<file path="config.mk">
export PLATFORM = sky130hd
export DESIGN_NAME = scancode_set1_key_decoder_flat
export DESIGN_NICKNAME = d
export VERILOG_FILES = /design/src/rtl/scd_pkg.sv /design/src/rtl/scd_ifs.sv /design/src/rtl/scd_front.sv /design/src/rtl/scd_opq.sv /design/src/rtl/scd_back.sv /design/src/rtl/scancode_set1_key_decoder.sv /design/src/flat_wrapper.sv
export VERILOG_INCLUDE_DIRS = /design/src /design/src/rtl
export SDC_FILE = /design/constraint.sdc
export NUM_CORES = 2
export LEC_CHECK = 0
export CAP_MARGIN = 10
export CORE_ASPECT_RATIO = 0.6
export CORE_MARGIN = 2
export CORE_UTILIZATION = 63
export CTS_CLUSTER_DIAMETER = 100
export CTS_CLUSTER_SIZE = 25
export DETAILED_ROUTE_END_ITERATION = 6
export DONT_BUFFER_PORTS = 1
export PLACE_DENSITY = 0.86
export SYNTH_ARGS = -nofsm -noshare
export SYNTH_HDL_FRONTEND = slang
export SYNTH_SLANG_ARGS = --single-unit
</file>
<file path="constraint.sdc">
create_clock -name i_clk -period 4.9 [get_ports i_clk]
set_clock_uncertainty 0.2 [all_clocks]
set_input_delay 0.245 -clock i_clk [delete_from_list [all_inputs] [get_ports i_clk]]
set_output_delay 0.245 -clock i_clk [all_outputs]
set_load 0.05 [all_outputs]
</file>
<file path="src/rtl/scancode_set1_key_decoder_defines.svh">
// Assertion helpers used by the decoder back end (scd_back).
`ifndef SCANCODE_SET1_KEY_DECODER_DEFINES_SVH
`define SCANCODE_SET1_KEY_DECODER_DEFINES_SVH

// Same-cycle implication, disabled in reset.
`define SCD_ASSERT_SAME(lbl, clk, rst_n, ante, cons) \
    lbl: assert property (@(posedge clk) disable iff (!rst_n) (ante) |-> (cons)) \
        else $error("scd: same-cycle check failed");

// Next-cycle implication, disabled in reset.
`define SCD_ASSERT_NEXT(lbl, clk, rst_n, ante, cons) \
    lbl: assert property (@(posedge clk) disable iff (!rst_n) (ante) |=> (cons)) \
        else $error("scd: next-cycle check failed");

`endif

</file>
<file path="src/rtl/scd_pkg.sv">
package scd_pkg;

    // item modes
    localparam logic [1:0] MODE_BYTE      = 2'd0;
    localparam logic [1:0] MODE_POP_CHAR  = 2'd1;
    localparam logic [1:0] MODE_POP_EVENT = 2'd2;

    // scancodes (release bit stripped where 7 bits)
    localparam logic [7:0] SC_PREFIX = 8'hE0;
    localparam logic [6:0] SC_SHIFT_L = 7'h2A;
    localparam logic [6:0] SC_SHIFT_R = 7'h36;
    localparam logic [6:0] SC_CAPS   = 7'h3A;
    localparam logic [6:0] SC_CTRL   = 7'h1D;
    localparam logic [6:0] SC_UP     = 7'h48;
    localparam logic [6:0] SC_DOWN   = 7'h50;
    localparam logic [6:0] SC_LEFT   = 7'h4B;
    localparam logic [6:0] SC_RIGHT  = 7'h4D;
    localparam logic [6:0] SC_HOME   = 7'h47;
    localparam logic [6:0] SC_END    = 7'h4F;
    localparam logic [6:0] SC_PGUP   = 7'h49;
    localparam logic [6:0] SC_PGDN   = 7'h51;
    localparam logic [6:0] SC_BR_C   = 7'h27;
    localparam logic [6:0] SC_BR_SEMI  = 7'h35;
    localparam logic [6:0] SC_BR_TILDE = 7'h28;

    localparam logic LAYOUT_US = 1'b0;
    localparam logic LAYOUT_BR = 1'b1;

    localparam logic [6:0] ASCII_A_LOW = 7'h61;
    localparam logic [6:0] ASCII_Z_LOW = 7'h7A;
    localparam logic [6:0] CTRL_BASE   = 7'h60;

    localparam int MAP_LEN   = 60;
    localparam int OPQ_DEPTH = 2;

    localparam logic [6:0] US_PLAIN [MAP_LEN] = '{
        7'h00, 7'h1B, 7'h31, 7'h32, 7'h33, 7'h34, 7'h35, 7'h36, 7'h37, 7'h38,
        7'h39, 7'h30, 7'h2D, 7'h3D, 7'h08, 7'h09, 7'h71, 7'h77, 7'h65, 7'h72,
        7'h74, 7'h79, 7'h75, 7'h69, 7'h6F, 7'h70, 7'h5B, 7'h5D, 7'h0A, 7'h00,
        7'h61, 7'h73, 7'h64, 7'h66, 7'h67, 7'h68, 7'h6A, 7'h6B, 7'h6C, 7'h3B,
        7'h27, 7'h60, 7'h00, 7'h5C, 7'h7A, 7'h78, 7'h63, 7'h76, 7'h62, 7'h6E,
        7'h6D, 7'h2C, 7'h2E, 7'h2F, 7'h00, 7'h2A, 7'h00, 7'h20, 7'h00, 7'h00
    };

    localparam logic [6:0] US_UPPER [MAP_LEN] = '{
        7'h00, 7'h1B, 7'h21, 7'h40, 7'h23, 7'h24, 7'h25, 7'h5E, 7'h26, 7'h2A,
        7'h28, 7'h29, 7'h5F, 7'h2B, 7'h08, 7'h09, 7'h51, 7'h57, 7'h45, 7'h52,
        7'h54, 7'h59, 7'h55, 7'h49, 7'h4F, 7'h50, 7'h7B, 7'h7D, 7'h0A, 7'h00,
        7'h41, 7'h53, 7'h44, 7'h46, 7'h47, 7'h48, 7'h4A, 7'h4B, 7'h4C, 7'h3A,
        7'h22, 7'h7E, 7'h00, 7'h7C, 7'h5A, 7'h58, 7'h43, 7'h56, 7'h42, 7'h4E,
        7'h4D, 7'h3C, 7'h3E, 7'h3F, 7'h00, 7'h2A, 7'h00, 7'h20, 7'h00, 7'h00
    };

    typedef struct packed {
        logic       pop_ch;
        logic       pop_ev;
        logic       ev_push;
        logic [8:0] ev_data;   // {pressed, extended, code}
        logic       ch_push;
        logic [7:0] ch_data;   // {nav flag, char or nav index}
    } t_op;

    typedef struct packed {
        logic       hit;
        logic [2:0] idx;
    } t_nav;

    function automatic logic [6:0] lookup_char(input logic [6:0] code, input logic upper,
                                               input logic layout);
        logic [6:0] res;
        res = 7'h00;
        if (code < 7'(MAP_LEN)) begin
            res = upper ? US_UPPER[code[5:0]] : US_PLAIN[code[5:0]];
            if (layout == LAYOUT_BR) begin
                if (code == SC_BR_C)          res = upper ? 7'h43 : 7'h63;
                else if (code == SC_BR_SEMI)  res = upper ? 7'h3A : 7'h3B;
                else if (code == SC_BR_TILDE) res = upper ? 7'h5E : 7'h7E;
            end
        end
        return res;
    endfunction

    function automatic t_nav nav_lookup(input logic [6:0] code);
        t_nav res;
        res = '{hit: 1'b1, idx: 3'd0};
        case (code)
            SC_UP:    res.idx = 3'd0;
            SC_DOWN:  res.idx = 3'd1;
            SC_LEFT:  res.idx = 3'd2;
            SC_RIGHT: res.idx = 3'd3;
            SC_HOME:  res.idx = 3'd4;
            SC_END:   res.idx = 3'd5;
            SC_PGUP:  res.idx = 3'd6;
            SC_PGDN:  res.idx = 3'd7;
            default:  res.hit = 1'b0;
        endcase
        return res;
    endfunction

endpackage

</file>
<file path="src/rtl/scd_ifs.sv">
interface scd_in_if;
    logic       valid;
    logic       ready;
    logic [1:0] mode;
    logic [7:0] scan_byte;

    modport source (output valid, output mode, output scan_byte, input ready);
    modport sink   (input valid, input mode, input scan_byte, output ready);
endinterface

interface scd_cfg_if;
    logic valid;
    logic ready;
    logic data;

    modport source (output valid, output data, input ready);
    modport sink   (input valid, input data, output ready);
endinterface

interface scd_out_if;
    logic       valid;
    logic       ready;
    logic       present;
    logic [6:0] char_code;
    logic       is_nav;
    logic [2:0] nav_key;
    logic       pressed;
    logic       extended;
    logic [6:0] scan_code;

    modport source (output valid, output present, output char_code, output is_nav,
                    output nav_key, output pressed, output extended, output scan_code,
                    input ready);
    modport sink   (input valid, input present, input char_code, input is_nav,
                    input nav_key, input pressed, input extended, input scan_code,
                    output ready);
endinterface

</file>
<file path="src/rtl/scd_front.sv">
module scd_front (
    input  logic         i_clk,
    input  logic         i_rst_n,
    scd_in_if.sink       i_in,
    scd_cfg_if.sink      i_cfg,
    input  logic         i_q_full,
    output logic         o_q_push,
    output scd_pkg::t_op o_q_op
);
    import scd_pkg::*;

    logic r_layout, n_layout;
    logic r_shift, n_shift;
    logic r_caps, n_caps;
    logic r_ctrl, n_ctrl;
    logic r_prefix, n_prefix;

    logic       acc;
    logic [6:0] code;
    logic       rel;
    logic [6:0] plain;
    logic [6:0] ch;
    logic       letter;
    logic       upper;
    t_nav       nav;
    t_op        op_c;

    assign i_in.ready  = !i_q_full;
    assign i_cfg.ready = 1'b1;
    assign acc         = i_in.valid && i_in.ready;

    assign code   = i_in.scan_byte[6:0];
    assign rel    = i_in.scan_byte[7];
    assign plain  = lookup_char(code, 1'b0, r_layout);
    assign letter = (plain >= ASCII_A_LOW) && (plain <= ASCII_Z_LOW);
    assign upper  = letter ? (r_shift ^ r_caps) : r_shift;
    assign ch     = lookup_char(code, upper, r_layout);
    assign nav    = nav_lookup(code);

    always_comb begin
        n_layout = i_cfg.valid ? i_cfg.data : r_layout;
        n_shift  = r_shift;
        n_caps   = r_caps;
        n_ctrl   = r_ctrl;
        n_prefix = r_prefix;
        op_c     = '0;
        if (acc) begin
            unique case (i_in.mode)
                MODE_BYTE: begin
                    if (i_in.scan_byte == SC_PREFIX) begin
                        n_prefix = 1'b1;
                    end else begin
                        op_c.ev_push = 1'b1;
                        op_c.ev_data = {~rel, r_prefix, code};
                        if (r_prefix) begin
                            n_prefix = 1'b0;
                            if (code == SC_CTRL) begin
                                n_ctrl = ~rel;
                            end else if (!rel && nav.hit) begin
                                op_c.ch_push = 1'b1;
                                op_c.ch_data = {1'b1, 4'b0000, nav.idx};
                            end
                        end else if (rel) begin
                            if (code == SC_SHIFT_L || code == SC_SHIFT_R) n_shift = 1'b0;
                            else if (code == SC_CTRL)                     n_ctrl  = 1'b0;
                        end else if (code == SC_SHIFT_L || code == SC_SHIFT_R) begin
                            n_shift = 1'b1;
                        end else if (code == SC_CTRL) begin
                            n_ctrl = 1'b1;
                        end else if (code == SC_CAPS) begin
                            n_caps = ~r_caps;
                        end else if (ch != 7'h00 && (!r_ctrl || letter)) begin
                            // with Ctrl held a letter becomes its control code
                            op_c.ch_push = 1'b1;
                            op_c.ch_data = {1'b0, r_ctrl ? 7'(plain - CTRL_BASE) : ch};
                        end
                    end
                end
                MODE_POP_CHAR:  op_c.pop_ch = 1'b1;
                MODE_POP_EVENT: op_c.pop_ev = 1'b1;
                default: ;
            endcase
        end
    end

    assign o_q_op   = op_c;
    assign o_q_push = op_c.pop_ch | op_c.pop_ev | op_c.ev_push | op_c.ch_push;

    always_ff @(posedge i_clk) begin
        if (!i_rst_n) begin
            r_layout <= LAYOUT_US;
            r_shift  <= 1'b0;
            r_caps   <= 1'b0;
            r_ctrl   <= 1'b0;
            r_prefix <= 1'b0;
        end else begin
            r_layout <= n_layout;
            r_shift  <= n_shift;
            r_caps   <= n_caps;
            r_ctrl   <= n_ctrl;
            r_prefix <= n_prefix;
        end
    end

endmodule

</file>
<file path="src/rtl/scd_opq.sv">
module scd_opq (
    input  logic         i_clk,
    input  logic         i_rst_n,
    input  logic         i_push,
    input  scd_pkg::t_op i_op,
    output logic         o_full,
    output logic         o_valid,
    output scd_pkg::t_op o_op,
    input  logic         i_pop
);
    import scd_pkg::*;

    localparam int AW = $clog2(OPQ_DEPTH);
    localparam int CNTW = $clog2(OPQ_DEPTH + 1);

    t_op             r_ent [OPQ_DEPTH];
    logic [AW-1:0]   r_wr, n_wr;
    logic [AW-1:0]   r_rd, n_rd;
    logic [CNTW-1:0] r_cnt, n_cnt;
    logic            do_push;
    logic            do_pop;

    assign o_full  = r_cnt == CNTW'(OPQ_DEPTH);
    assign o_valid = r_cnt != '0;
    assign o_op    = r_ent[r_rd];
    assign do_push = i_push && !o_full;
    assign do_pop  = i_pop && o_valid;

    always_comb begin
        n_wr  = do_push ? r_wr + 1'b1 : r_wr;
        n_rd  = do_pop ? r_rd + 1'b1 : r_rd;
        n_cnt = r_cnt;
        if (do_push && !do_pop)      n_cnt = r_cnt + 1'b1;
        else if (do_pop && !do_push) n_cnt = r_cnt - 1'b1;
    end

    always_ff @(posedge i_clk) begin
        if (do_push) begin
            r_ent[r_wr] <= i_op;
        end
    end

    always_ff @(posedge i_clk) begin
        if (!i_rst_n) begin
            r_wr  <= '0;
            r_rd  <= '0;
            r_cnt <= '0;
        end else begin
            r_wr  <= n_wr;
            r_rd  <= n_rd;
            r_cnt <= n_cnt;
        end
    end

endmodule

</file>
<file path="src/rtl/scd_back.sv">
`include "scancode_set1_key_decoder_defines.svh"

module scd_back #(
    parameter int CHAR_QUEUE_DEPTH  = 128,
    parameter int EVENT_QUEUE_DEPTH = 64
) (
    input  logic         i_clk,
    input  logic         i_rst_n,
    input  logic         i_op_valid,
    input  scd_pkg::t_op i_op,
    output logic         o_op_take,
    scd_out_if.source    o_out
);
    import scd_pkg::*;

    localparam int CW = $clog2(CHAR_QUEUE_DEPTH);
    localparam int EW = $clog2(EVENT_QUEUE_DEPTH);

    logic [7:0]    r_cmem [CHAR_QUEUE_DEPTH];
    logic [8:0]    r_emem [EVENT_QUEUE_DEPTH];
    logic [7:0]    r_crd;
    logic [8:0]    r_erd;

    logic [CW-1:0] r_cwp, n_cwp, r_crp, n_crp;
    logic [EW-1:0] r_ewp, n_ewp, r_erp, n_erp;
    logic [CW-1:0] c_nxt_w, c_nxt_r;
    logic [EW-1:0] e_nxt_w, e_nxt_r;
    logic          c_full, c_empty, e_full, e_empty;

    logic r_pend, n_pend;         // read issued, data lands next cycle
    logic r_pend_ch, n_pend_ch;   // pending pop is from the char queue
    logic r_pend_hit, n_pend_hit; // popped queue was not empty
    logic r_out_vld, n_out_vld;

    logic       r_present;
    logic [6:0] r_char_code;
    logic       r_is_nav;
    logic [2:0] r_nav_key;
    logic       r_pressed;
    logic       r_extended;
    logic [6:0] r_scan_code;

    logic is_pop;
    logic take;
    logic c_wr, e_wr;

    assign c_nxt_w = (r_cwp == CW'(CHAR_QUEUE_DEPTH - 1)) ? '0 : r_cwp + 1'b1;
    assign c_nxt_r = (r_crp == CW'(CHAR_QUEUE_DEPTH - 1)) ? '0 : r_crp + 1'b1;
    assign e_nxt_w = (r_ewp == EW'(EVENT_QUEUE_DEPTH - 1)) ? '0 : r_ewp + 1'b1;
    assign e_nxt_r = (r_erp == EW'(EVENT_QUEUE_DEPTH - 1)) ? '0 : r_erp + 1'b1;
    assign c_full  = c_nxt_w == r_crp;
    assign e_full  = e_nxt_w == r_erp;
    assign c_empty = r_crp == r_cwp;
    assign e_empty = r_erp == r_ewp;

    // pops wait for the output side to drain; pushes go straight through
    assign is_pop    = i_op.pop_ch | i_op.pop_ev;
    assign take      = i_op_valid && (!is_pop || (!r_pend && !r_out_vld));
    assign o_op_take = take;
    assign c_wr      = take && i_op.ch_push && !c_full;
    assign e_wr      = take && i_op.ev_push && !e_full;

    always_comb begin
        n_cwp      = c_wr ? c_nxt_w : r_cwp;
        n_ewp      = e_wr ? e_nxt_w : r_ewp;
        n_crp      = r_crp;
        n_erp      = r_erp;
        n_pend     = take && is_pop;
        n_pend_ch  = i_op.pop_ch;
        n_pend_hit = i_op.pop_ch ? !c_empty : !e_empty;
        if (take && i_op.pop_ch && !c_empty) n_crp = c_nxt_r;
        if (take && i_op.pop_ev && !e_empty) n_erp = e_nxt_r;
        n_out_vld = r_out_vld;
        if (r_pend)           n_out_vld = 1'b1;
        else if (o_out.ready) n_out_vld = 1'b0;
    end

    always_ff @(posedge i_clk) begin
        if (c_wr) begin
            r_cmem[r_cwp] <= i_op.ch_data;
        end
        if (take && i_op.pop_ch) begin
            r_crd <= r_cmem[r_crp];
        end
    end

    always_ff @(posedge i_clk) begin
        if (e_wr) begin
            r_emem[r_ewp] <= i_op.ev_data;
        end
        if (take && i_op.pop_ev) begin
            r_erd <= r_emem[r_erp];
        end
    end

    always_ff @(posedge i_clk) begin
        if (r_pend) begin
            r_present   <= r_pend_hit;
            r_char_code <= '0;
            r_is_nav    <= 1'b0;
            r_nav_key   <= '0;
            r_pressed   <= 1'b0;
            r_extended  <= 1'b0;
            r_scan_code <= '0;
            if (r_pend_hit && r_pend_ch) begin
                r_is_nav <= r_crd[7];
                if (r_crd[7]) r_nav_key   <= r_crd[2:0];
                else          r_char_code <= r_crd[6:0];
            end else if (r_pend_hit) begin
                r_pressed   <= r_erd[8];
                r_extended  <= r_erd[7];
                r_scan_code <= r_erd[6:0];
            end
        end
    end

    always_ff @(posedge i_clk) begin
        if (!i_rst_n) begin
            r_cwp      <= '0;
            r_crp      <= '0;
            r_ewp      <= '0;
            r_erp      <= '0;
            r_pend     <= 1'b0;
            r_pend_ch  <= 1'b0;
            r_pend_hit <= 1'b0;
            r_out_vld  <= 1'b0;
        end else begin
            r_cwp      <= n_cwp;
            r_crp      <= n_crp;
            r_ewp      <= n_ewp;
            r_erp      <= n_erp;
            r_pend     <= n_pend;
            r_pend_ch  <= n_pend_ch;
            r_pend_hit <= n_pend_hit;
            r_out_vld  <= n_out_vld;
        end
    end

    assign o_out.valid     = r_out_vld;
    assign o_out.present   = r_present;
    assign o_out.char_code = r_char_code;
    assign o_out.is_nav    = r_is_nav;
    assign o_out.nav_key   = r_nav_key;
    assign o_out.pressed   = r_pressed;
    assign o_out.extended  = r_extended;
    assign o_out.scan_code = r_scan_code;

    `SCD_ASSERT_NEXT(a_pend_to_out, i_clk, i_rst_n, r_pend, r_out_vld)
    `SCD_ASSERT_NEXT(a_cwp_step, i_clk, i_rst_n, 1'b1, $stable(r_cwp) || (r_cwp == $past(c_nxt_w)))
    `SCD_ASSERT_NEXT(a_ewp_step, i_clk, i_rst_n, 1'b1, $stable(r_ewp) || (r_ewp == $past(e_nxt_w)))

endmodule

</file>
<file path="src/rtl/scancode_set1_key_decoder.sv">
// Scancode set 1 keyboard decoder. Each input item carries a scancode byte or
// pops the character queue or the event queue; only pops give a result. The
// front end decodes bytes (E0 prefix, Shift, Ctrl, Caps Lock, US or Brazilian
// keymap) and accepts one item per cycle while its two-entry command queue has
// room. The back end retires one queued push per cycle; a pop reads its queue
// memory (registered read), then loads the output register, which shows the
// result. A further pop waits until that output register has been taken, so
// the back end takes no new pop while an earlier one is still in flight. The
// queues start empty after reset; no clearing pass is run.
module scancode_set1_key_decoder #(
    parameter int CHAR_QUEUE_DEPTH  = 128,
    parameter int EVENT_QUEUE_DEPTH = 64
) (
    input  logic      i_clk,
    input  logic      i_rst_n,
    scd_in_if.sink    i_in,
    scd_cfg_if.sink   i_cfg,
    scd_out_if.source o_out
);
    import scd_pkg::*;

    logic q_push;
    logic q_full;
    logic q_valid;
    logic q_take;
    t_op  q_in_op;
    t_op  q_out_op;

    scd_front u_front (
        .i_clk    (i_clk),
        .i_rst_n  (i_rst_n),
        .i_in     (i_in),
        .i_cfg    (i_cfg),
        .i_q_full (q_full),
        .o_q_push (q_push),
        .o_q_op   (q_in_op)
    );

    scd_opq u_opq (
        .i_clk   (i_clk),
        .i_rst_n (i_rst_n),
        .i_push  (q_push),
        .i_op    (q_in_op),
        .o_full  (q_full),
        .o_valid (q_valid),
        .o_op    (q_out_op),
        .i_pop   (q_take)
    );

    scd_back #(
        .CHAR_QUEUE_DEPTH  (CHAR_QUEUE_DEPTH),
        .EVENT_QUEUE_DEPTH (EVENT_QUEUE_DEPTH)
    ) u_back (
        .i_clk      (i_clk),
        .i_rst_n    (i_rst_n),
        .i_op_valid (q_valid),
        .i_op       (q_out_op),
        .o_op_take  (q_take),
        .o_out      (o_out)
    );

endmodule

</file>
<file path="src/flat_wrapper.sv">
// flat-port wrapper written by rule: the top's interface ports become plain ports
module scancode_set1_key_decoder_flat import scd_pkg::*;
#(
    parameter int CHAR_QUEUE_DEPTH  = 128,
    parameter int EVENT_QUEUE_DEPTH = 64
)
  (i_clk, i_rst_n, i_in_valid, i_in_mode, i_in_scan_byte, i_in_ready, i_cfg_valid, i_cfg_data, i_cfg_ready, o_out_valid, o_out_present, o_out_char_code, o_out_is_nav, o_out_nav_key, o_out_pressed, o_out_extended, o_out_scan_code, o_out_ready);
  scd_in_if i_in_i ();
  scd_cfg_if i_cfg_i ();
  scd_out_if o_out_i ();
  input  logic i_clk;
  input  logic i_rst_n;
  input wire logic [$bits(i_in_i.valid)-1:0] i_in_valid;
  input wire logic [$bits(i_in_i.mode)-1:0] i_in_mode;
  input wire logic [$bits(i_in_i.scan_byte)-1:0] i_in_scan_byte;
  output wire logic [$bits(i_in_i.ready)-1:0] i_in_ready;
  input wire logic [$bits(i_cfg_i.valid)-1:0] i_cfg_valid;
  input wire logic [$bits(i_cfg_i.data)-1:0] i_cfg_data;
  output wire logic [$bits(i_cfg_i.ready)-1:0] i_cfg_ready;
  output wire logic [$bits(o_out_i.valid)-1:0] o_out_valid;
  output wire logic [$bits(o_out_i.present)-1:0] o_out_present;
  output wire logic [$bits(o_out_i.char_code)-1:0] o_out_char_code;
  output wire logic [$bits(o_out_i.is_nav)-1:0] o_out_is_nav;
  output wire logic [$bits(o_out_i.nav_key)-1:0] o_out_nav_key;
  output wire logic [$bits(o_out_i.pressed)-1:0] o_out_pressed;
  output wire logic [$bits(o_out_i.extended)-1:0] o_out_extended;
  output wire logic [$bits(o_out_i.scan_code)-1:0] o_out_scan_code;
  input wire logic [$bits(o_out_i.ready)-1:0] o_out_ready;
  assign i_in_i.valid = i_in_valid;
  assign i_in_i.mode = i_in_mode;
  assign i_in_i.scan_byte = i_in_scan_byte;
  assign i_in_ready = i_in_i.ready;
  assign i_cfg_i.valid = i_cfg_valid;
  assign i_cfg_i.data = i_cfg_data;
  assign i_cfg_ready = i_cfg_i.ready;
  assign o_out_valid = o_out_i.valid;
  assign o_out_present = o_out_i.present;
  assign o_out_char_code = o_out_i.char_code;
  assign o_out_is_nav = o_out_i.is_nav;
  assign o_out_nav_key = o_out_i.nav_key;
  assign o_out_pressed = o_out_i.pressed;
  assign o_out_extended = o_out_i.extended;
  assign o_out_scan_code = o_out_i.scan_code;
  assign o_out_i.ready = o_out_ready;
  scancode_set1_key_decoder #(.CHAR_QUEUE_DEPTH(CHAR_QUEUE_DEPTH), .EVENT_QUEUE_DEPTH(EVENT_QUEUE_DEPTH)) u_core (.i_clk(i_clk), .i_rst_n(i_rst_n), .i_in(i_in_i), .i_cfg(i_cfg_i), .o_out(o_out_i));
endmodule
</file>
==> summary.md <==
| Metric | Value |
|---|---|
| Status | `completed` |
| CTS clk-pin slew, worst paths | `0.11 ns` |
| Comb power frac | `0.123` |
| Wirelength per Cell | `36.17 µm` |
| Cell Count Post-Placement | `4579` |
| Share of cells above drive strength 1 | `0.2277` |
| Power per cell area | `391.4 nW/µm²` |
| Post-Syn Area | `68630 µm²` |
| RSZ-0062 raised after global routing | `false` |
| Post-CTS Setup Inserts | `0` |
| Initial antenna violation count | `13` |
| Sequential power share | `0.616` |
| CTS Sinks | `1720` |
| Top cell type by total area after synthesis | `edfxtp_1` |
| Critical path type | `reg2reg` |
| I/O pins | `40` |
| Measured slew at the worst slew-check pin | `1.304 ns` |
| First-pass GRT wire length | `246700 µm` |
| Largest net degree at the start of global routing | `149` |
| Min cycle time layout | `4.712 ns` |
| Sequential share of the synthesized area | `0.7467` |
| Antenna Violating Nets Remaining | `0` |
| Row count | `93` |
| TNS Setup | `0 ns` |
| Critical Path Start Type | `flop` |
| Layout Area Growth over Synthesis | `6.200%` |
| FILL cells | `6100` |
| Core area | `107600 µm²` |
| Synthesized Nets | `3303` |
| Met2 Usage GRT | `0.4531` |
| Top Usage Layer GRT | `met1` |
| Routed WL | `170900 µm` |
| Final Hold Viols | `0` |
| Min-delay worst type | `in2reg` |
| Die Wd | `430.1 µm` |
| Setup violations, final | `0` |
| Max_slew headroom | `0.1305` |
| GR Util met3 | `0.09747` |
| Internal power | `21470 µW` |
| Final Max Tran Viols | `0` |
| Die H | `259.7 µm` |
| Cells after synthesis | `3270` |
| CTS max path bufs | `3` |
| 1st-iter DRT viols | `6431` |
| Req. time, crit path | `5.02 ns` |
| Synth Flop Type | `edfxtp_1` |
| Die area | `111700 µm²` |
| Starting density of the core | `0.6377` |
| Global routing met1 resource utilization | `0.4664` |
| Area share of the largest cell type after synthesis | `0.7350` |
| FFs w/ async S/R, synth | `0` |
| Max VDD drop | `0.2888 mV` |
| Total grt overflow | `0` |
| Critical path arrival | `4.83 ns` |
| Global Route Usage Sum | `0.3097` |
| Gpl congestion | `0.8984` |
| Final worst path period share | `0.9617` |
| LEAKAGE | `0.02137 µW` |
| Detailed Place HPWL | `104000 µm` |
| Clock power frac | `0.261` |
| Number of synthesized register bits | `1720` |
| Switching Power | `7063 µW` |
| CTS tree | `done` |
| Fmax | `212.2 MHz` |
| Switching Share | `0.2476` |
| Critical path fanouts, max | `15` |
| Clock buffer count from CTS | `78` |
| 1st-pass router iterations | `6` |
| Synth area leaders | `edfxtp_1, mux4_2, nor2_1` |
| Routed vias/inst | `7.487` |
| Nets | `3290` |
| Max H-tree Level | `3` |
| Overall Power | `28530 µW` |
| DRC viols | `0` |
| Post-synthesis cell type count | `78` |
| Root Driver | `clkbuf_16` |
| Clk_lat worst skew | `0.73 ns` |
| Synth warnings | `0` |
| Non-filler instance count after layout | `4726` |
| Post-synth EDFFs | `1680` |
| Max Cap Violations | `0` |
| Via count | `35384` |
| PortBufs | `0` |
| Setup crit end kind | `flop` |
| Mean post-synth cell area | `20.99 µm²` |
| Number of global-route vias before repair | `34526` |
## per-stage QoR
step	setup slack (ns)	hold WS, ns	area [µm²]	util
CTS	0.3565	0.03560	72850	0.6768
finish	0.1877	0.08441	72890	0.6772
floorplan	0.3576	0.1406	68630	-
global route	0.03031	0.07686	72880	0.6771
detailed placement	0.2826	0.1506	70450	0.6545
global placement	0.4074	0.1474	70450	0.6545
## layout by cell type, fill, tap and decap left out, types with 7 or more instances in the layout
cell type,synthesis,routed
nand3b_1,9,9
inv_1,16,16
mux2_4,1,9
and2_1,29,29
a21oi_1,33,33
dlygate4sd3_1,0,22
mux4_2,526,526
o21ai_0,36,36
diode_2,0,7
and3_1,9,9
buf_4,1,72
dfxtp_1,40,32
xor2_1,27,27
clkbuf_16,0,81
nor2b_1,22,21
mux2_2,31,23
a31oi_1,8,8
nand2b_1,13,13
ha_1,17,17
a211oi_1,11,11
mux2i_1,15,15
nand2_1,71,71
nand3_1,24,24
buf_12,0,10
xnor2_1,16,16
clkbuf_1,137,31
nor3_1,22,22
edfxtp_1,1680,1680
nand4_1,11,11
nor2_1,294,293
## power groups by stage
stage / clock network (µW) / registers (µW) / logic, µW
after CTS: 7430 / 17600 / 3430
final: 7450 / 17600 / 3510
after global routing: 7860 / 17600 / 3660
after floorplan: 0 / 17800 / 2000
after global placement: 0 / 17900 / 3140
after detailed placement: 0 / 17900 / 3360
## critical path, stage by stage, from the launching register on
cell and delay (ns):
dfxtp_1 0.66, ha_1 0.36, nand3_1 0.13, nor2_1 0.36
nor2_1 0.14, xor2_1 0.19, nor4_1 0.07, nor3_1 0.19
buf_4 0.20, and2_0 0.40, nand2_1 0.39, nor2_1 1.03
## path summary, 6_finish.rpt
check	from	end	slack, ns	cells after the start
worst max-delay path	u_core.u_back.r_ewp[0]	u_core.u_back.r_emem[9][1]	0.19	11
worst min-delay path	i_in_scan_byte[3]	u_core.u_opq.r_ent[0][5]	0.08	4
worst max register to register	u_core.u_back.r_ewp[0]	u_core.u_back.r_emem[9][1]	0.19	11
worst min register to register	u_core.u_opq.r_rd	u_core.u_opq.r_rd	0.32	2
## cell type report
type,instances,area [µm²],share of cell area
Antenna cell,7,17.52,0.0002403
Multi-Input combinational cell,1336,16600,0.2278
Sequential cell,1720,51270,0.7035
Inverter,17,63.81,0.0008755
Tap cell,1425,1783,0.02446
Timing Repair Buffer,104,960.9,0.01318
Clock inverter,5,42.54,0.0005836
Clock buffer,112,2143,0.02941
## state kept, by name, indices dropped and copies added (netlist names), 2 cells and up, named ones only
signal / cells
u_core.u_back.o_out.char_code: 7
u_core.u_back.o_out.nav_key: 3
u_core.u_back.o_out.scan_code: 7
u_core.u_back.r_cmem: 1024
u_core.u_back.r_crd: 8
u_core.u_back.r_crp: 7
u_core.u_back.r_cwp: 7
u_core.u_back.r_emem: 576
u_core.u_back.r_erd: 9
u_core.u_back.r_erp: 6
u_core.u_back.r_ewp: 6
u_core.u_opq.r_cnt: 2
u_core.u_opq.r_ent: 42
## layer usage
metal	wire length, µm	vias up
met5	38	-
met4	4851	6
met3	26710	423
met2	77080	3201
met1	62250	18295
li1	-	13459
## cell usage after synthesis (5+ instances only)
cell,n
a211oi_1,11
a21oi_1,33
a22oi_1,6
a31oi_1,8
and2_1,29
and3_1,9
buf_1,52
buf_2,7
clkbuf_1,137
dfxtp_1,40
edfxtp_1,1680
ha_1,17
inv_1,16
mux2_2,31
mux2i_1,15
mux4_2,526
nand2_1,71
nand2b_1,13
nand3_1,24
nand3b_1,9
nand4_1,11
nor2_1,294
nor2b_1,22
nor3_1,22
nor4_1,6
o21ai_0,36
o31ai_1,5
or3_1,6
xnor2_1,16
xor2_1,27
## cell families after synthesis
family,Yosys count,share of synthesized area
AOI/OAI and AO/OA,163,0.01672
xor gates and xnor gates,43,0.005487
adders and majority gates,17,0.003099
buffers and inverters,214,0.01189
DFF,1720,0.7467
muxes,573,0.1801
other,1,0.00005464
and+or+nand+nor,539,0.03595
## repair_timing
| item | 4_1_cts | 5_1_grt |
|---|---|---|
| resized for setup | 0 | 0 |
| hold endpoints to repair | 65 | 0 |
| hold buffers | 22 | 0 |
Note: power is estimated with default switching activity, not from simulation.
